$ cat config.mk
export PLATFORM = sky130hd
export DESIGN_NAME = r2as_front
export DESIGN_NICKNAME = d
export VERILOG_FILES = /design/src/rtl/r2as_pkg.sv /design/src/rtl/r2as_front.sv
export SDC_FILE = /design/constraint.sdc
export NUM_CORES = 2
export LEC_CHECK = 0
export BUFFER_PORTS_ARGS = -buffer_cell sky130_fd_sc_hd__buf_4
export CAP_MARGIN = 30
export CORE_UTILIZATION = 45
export DETAILED_ROUTE_END_ITERATION = 8
export GPL_ROUTABILITY_DRIVEN = 0
export PLACE_DENSITY_LB_ADDON = 0.2
export SYNTH_ARGS = -nofsm -noshare
export SYNTH_HDL_FRONTEND = slang
export SYNTH_SLANG_ARGS = --single-unit
$ cat constraint.sdc
create_clock -name clock -period 8.8 [get_ports clock]
set_input_delay 0.88 -clock clock [delete_from_list [all_inputs] [get_ports clock]]
set_output_delay 0.88 -clock clock [all_outputs]
set_load 0.02 [all_outputs]
$ cat src/rtl/r2as_pkg.sv
package r2as_pkg;

   localparam int R_W    = 17;
   localparam int CFG_W  = 24;
   localparam int OUT_W  = 26;
   localparam int PROD_W = 41;
   localparam int NUM_W  = 59;
   localparam int DEN_W  = 35;
   localparam int CMP_W  = DEN_W + OUT_W;
   localparam int IDX_W  = 1;

   localparam logic [R_W-1:0]   ONE_Q16    = 17'd65536;
   localparam logic [CFG_W-1:0] CFG_RESET  = 24'd65536;
   localparam logic [IDX_W-1:0] IDX_WHITE  = 1'd0;
   localparam logic [IDX_W-1:0] IDX_BLACK  = 1'd1;

   typedef enum logic [1:0] {
      CASE_ZERO,
      CASE_ONE,
      CASE_DARK,
      CASE_LIGHT
   } case_type;

   typedef struct packed {
      logic [NUM_W-1:0] num_k;
      logic [DEN_W-1:0] den_k;
      logic [NUM_W-1:0] num_s;
      logic [DEN_W-1:0] den_s;
   } div_req_type;

endpackage

$ cat src/rtl/r2as_front.sv
module r2as_front (
   input  logic                          clock,
   input  logic                          reset,
   input  logic [r2as_pkg::CFG_W-1:0]    white_scatter,
   input  logic [r2as_pkg::CFG_W-1:0]    black_absorb,
   input  logic                          in_valid,
   output logic                          in_ready,
   input  logic [r2as_pkg::R_W-1:0]      in_refl,
   output logic                          out_valid,
   input  logic                          out_ready,
   output r2as_pkg::div_req_type         out_req
);

   logic [2:0] v_ff;
   logic [2:0] en;

   r2as_pkg::case_type              cs_a_ff, cs_b_ff, cs_a_in;
   logic [r2as_pkg::R_W-1:0]        r_a_ff, dr_a_ff, r_b_ff, dr_b_ff, r_a_in;
   logic [r2as_pkg::PROD_W-1:0]     pk_b_ff, ps_b_ff;
   logic [33:0]                     rr_b_ff;
   logic [r2as_pkg::CFG_W-1:0]      sel_a;
   logic [57:0]                     pk_full;
   logic [17:0]                     two_plus_r;
   logic [r2as_pkg::DEN_W-1:0]      den_light;
   r2as_pkg::div_req_type           req_in, req_ff;

   always_comb begin
      en[2] = !v_ff[2] || out_ready;
      en[1] = !v_ff[1] || en[2];
      en[0] = !v_ff[0] || en[1];
   end

   assign in_ready  = en[0];
   assign out_valid = v_ff[2];
   assign out_req   = req_ff;

   always_ff @(posedge clock) begin
      if (reset) begin
         v_ff <= '0;
      end else begin
         if (en[0]) v_ff[0] <= in_valid;
         if (en[1]) v_ff[1] <= v_ff[0];
         if (en[2]) v_ff[2] <= v_ff[1];
      end
   end

   always_comb begin
      r_a_in = in_refl[16] ? r2as_pkg::ONE_Q16 : in_refl;
      if (r_a_in == '0) begin
         cs_a_in = r2as_pkg::CASE_ZERO;
      end else if (r_a_in == r2as_pkg::ONE_Q16) begin
         cs_a_in = r2as_pkg::CASE_ONE;
      end else if (r_a_in <= 17'd32768) begin
         cs_a_in = r2as_pkg::CASE_DARK;
      end else begin
         cs_a_in = r2as_pkg::CASE_LIGHT;
      end
   end

   always_ff @(posedge clock) begin
      if (en[0]) begin
         r_a_ff  <= r_a_in;
         dr_a_ff <= r2as_pkg::ONE_Q16 - r_a_in;
         cs_a_ff <= cs_a_in;
      end
   end

   assign sel_a = (cs_a_ff == r2as_pkg::CASE_DARK) ? white_scatter : black_absorb;

   always_ff @(posedge clock) begin
      if (en[1]) begin
         pk_b_ff <= sel_a * dr_a_ff;
         ps_b_ff <= sel_a * r_a_ff;
         rr_b_ff <= r_a_ff * r_a_ff;
         r_b_ff  <= r_a_ff;
         dr_b_ff <= dr_a_ff;
         cs_b_ff <= cs_a_ff;
      end
   end

   always_comb begin
      pk_full    = pk_b_ff * dr_b_ff;
      two_plus_r = {1'b0, r_b_ff} + 18'd131072;
      den_light  = 35'h2_0000_0000 - {1'b0, rr_b_ff};
      case (cs_b_ff)
         r2as_pkg::CASE_ZERO: begin
            req_in.num_k = r2as_pkg::NUM_W'({black_absorb, 2'b00});
            req_in.den_k = r2as_pkg::DEN_W'(5);
            req_in.num_s = '0;
            req_in.den_s = r2as_pkg::DEN_W'(1);
         end
         r2as_pkg::CASE_ONE: begin
            req_in.num_k = '0;
            req_in.den_k = r2as_pkg::DEN_W'(1);
            req_in.num_s = r2as_pkg::NUM_W'({white_scatter, 2'b00});
            req_in.den_s = r2as_pkg::DEN_W'(5);
         end
         r2as_pkg::CASE_DARK: begin
            req_in.num_k = r2as_pkg::NUM_W'(pk_full);
            req_in.den_k = {two_plus_r, 17'd0};
            req_in.num_s = r2as_pkg::NUM_W'(ps_b_ff);
            req_in.den_s = r2as_pkg::DEN_W'(two_plus_r);
         end
         default: begin
            req_in.num_k = {pk_full, 1'b0};
            req_in.den_k = den_light;
            req_in.num_s = {ps_b_ff, 18'd0};
            req_in.den_s = den_light;
         end
      endcase
   end

   always_ff @(posedge clock) begin
      if (en[2]) req_ff <= req_in;
   end

endmodule

==> flow_metrics.tcl <==
set metrics [dict create \
    status "finished clean" \
    worst_setup_path_start_kind "flip-flop" \
    required_ps 9140 \
    syn_nets 9554 \
    final.min_clock_period_ps 8060 \
    finalNonFillerCells 9725 \
    grt_pass1_wl_um 316000 \
    grtUsageMet1_pct 33.9 \
    synth.distinct_cells 75 \
    cts.path.max_buffers 3 \
    tns_ps 0 \
    rsz0062_at_grt "no" \
    yosys_register_bits 374 \
    clk_pin_slew_ps 60 \
    skew_ps 31.5 \
    setup_viol 0 \
    initial_core_util_pct 45.3 \
    synth_most_common_cell "inv_1" \
    met2_usage_pct 44.1 \
    top_usage_layer "met2" \
    htree_levels 2 \
    end_kind "flip-flop" \
    grt_pass1_vias 54712 \
    core_um2 156000 \
    worstSkewPairLatency_ps 620 \
    synth_edf_count 371 \
    fmax_ghz 0.124 \
    synth-main-ff-cell "edfxtp_1" \
    vias_per_cell 5.22 \
    cts_hold_buf 0 \
    num_vias 50781 \
    finalMaxSlewViolations 0 \
    yosysTopAreaCellShare_pct 40.6 \
    synth_commonest_cells "inv_1 (1837), fa_1 (1434), nand2_1 (1287), and2_1 (495), ha_1 (474)" \
    hold-worst-slack_ps 428 \
    cts_tree "built" \
    nets 9609 \
    num_io_pins 259 \
    hold_path.class "in -> reg" \
    rows 145 \
    hold_viol_final 0 \
    max_slew.worst_pin.slew_ps 1110 \
    grt.overflow.total 0 \
    seq_area_frac_synth_pct 15.9 \
    post_synth.cell_area_avg_um2 9.32 \
    dp_cells 9638 \
    die_width_um 398 \
    port_buffers 258 \
    ant_nets 0 \
    met3_usage_pct 2.70 \
    dieArea_um2 159000 \
    syn_inst 7577 \
    worst-setup-path-type "reg -> reg" \
    netlist_area_um2 70600 \
    syn2layout_area_growth_pct 8.25 \
    dieHeight_um 398 \
    slew_headroom_pct 25.7 \
    drc 0 \
    grt_use_total_pct 25.9 \
    grt_max_degree 120 \
    cts_root_buffer "clkbuf_16" \
    grt_antenna_before_repair 4 \
    reg2reg_slack_ps 740 \
    ys_warn_count 0 \
    period_share_pct 91.6 \
    synth_top_cell_by_area "fa_1" \
    postCtsSetupBuffers 0 \
    cts_made_buffers 43 \
    crit_arrival_ps 8400 \
    drtIter0Drc 3657 \
    utilization_pct 49.0 \
    cap_violations 0 \
    detail_route.wl_per_cell_um 20.4 \
    ctsResizeCount 0 \
    path_max_fanout 33 \
    dpl.hpwl_um 158000 \
    cts.sinks 374 \
    drive_above_1_share_pct 6.81 \
    drt_first_pass_iters 6 \
    postSynth.asyncResetShare_pct 0 \
    routed_wl_um 198000 \
    yosys-top-cells-area "fa_1 (41%), edfxtp_1 (16%), inv_1 (9.8%), ha_1 (8.4%), nand2_1 (6.8%)" \
]
==> layout make-up <==
cell class / count / area [um2]
Fill cell: 14719 / 79600
Multi-Input combinational cell: 4983 / 51100
Sequential cell: 374 / 11200
Inverter: 1838 / 6910
Timing Repair Buffer: 392 / 3190
Tap cell: 2058 / 2570
Clock buffer: 47 / 1090
Clock inverter: 32 / 367
Antenna cell: 1 / 2.50
==> per-layer routing <==
metal  vias to the layer above  wire length [um]  share of wire (%)
met5                         -                13             0.0066
met1                     26189             80800                 41
met2                      1598             96900                 49
met4                         2              8800                4.4
met3                       311             11800                6.0
li1                      22681                 -                  -
==> registers in the layout (all words and copies together) (netlist names) <==
register and flops:
rr_b_ff 32, cs_b_ff 2, out_req 188, pk_b_ff 41
r_a_ff 17, dr_a_ff 16, cs_a_ff 2, v_ff 3
ps_b_ff 40, r_b_ff 17, dr_b_ff 16
==> stage by stage <==
step                      setup slack [ps]  instance area (um2)
after floorplan                       1450                70600
after global placement                 869                74800
after detailed placement               723                74800
after CTS                              698                76300
after global routing                   300                76500
final                                  737                76500
==> cell families after synthesis <==
logic type,after synthesis,synth area share [%]
flops,374,15.9
compound gates,602,5.54
mux,72,1.06
xor+xnor,189,2.34
buf+inv,2220,11.8
fa+ha+maj,1908,49.0
simple gates,2212,14.4
==> worst paths after layout <==
check,startpoint,endpoint,cells after the start
worst max-delay path,cs_a_ff[0],ps_b_ff[35],25
worst min-delay path,reset,v_ff[2],2
worst max register to register,cs_a_ff[0],ps_b_ff[35],25
worst min register to register,cs_a_ff[1],cs_b_ff[1],0
==> cells in the final DEF, fill, tap and decap left out, types with 8 or more instances in the layout <==
cell type	count
a211oi_1	12
a21o_1	109
a21oi_1	175
a22o_1	23
a31o_2	8
a31oi_1	19
and2_1	495
and3_1	40
buf_12	8
buf_4	375
clkbuf_16	43
clkinv_1	9
edfxtp_1	371
fa_1	1434
ha_1	474
inv_1	1834
mux2_2	25
mux2i_1	47
nand2_1	1286
nand2b_1	17
nand3_1	30
nand4_1	24
nor2_1	184
nor2b_1	35
nor3_1	39
nor4_1	10
o211ai_1	9
o21a_1	23
o21ai_0	108
o21bai_1	34
o31a_1	8
or2_2	10
xnor2_1	132
xor2_1	57
==> worst max-delay path: stages, from the launching register on <==
cell       delay (ps)
edfxtp_1          430
nor2b_4           450
buf_4             320
mux2_2            640
and2_1            300
fa_1              470
inv_1              50
fa_1              530
inv_1              40
ha_1              180
fa_1              490
inv_1              70
fa_1              500
fa_1              490
inv_1              40
ha_1              220
a2111oi_0         380
o21ai_1           250
a41o_1            290
o311a_1           300
or2_1             300
a41o_1            310
a41oi_1           290
inv_1              70
a31oi_1           210
xnor2_1            90
Power is not shown: default switching activity piles up to over one toggle a cycle in this logic, so the estimate is an artifact.
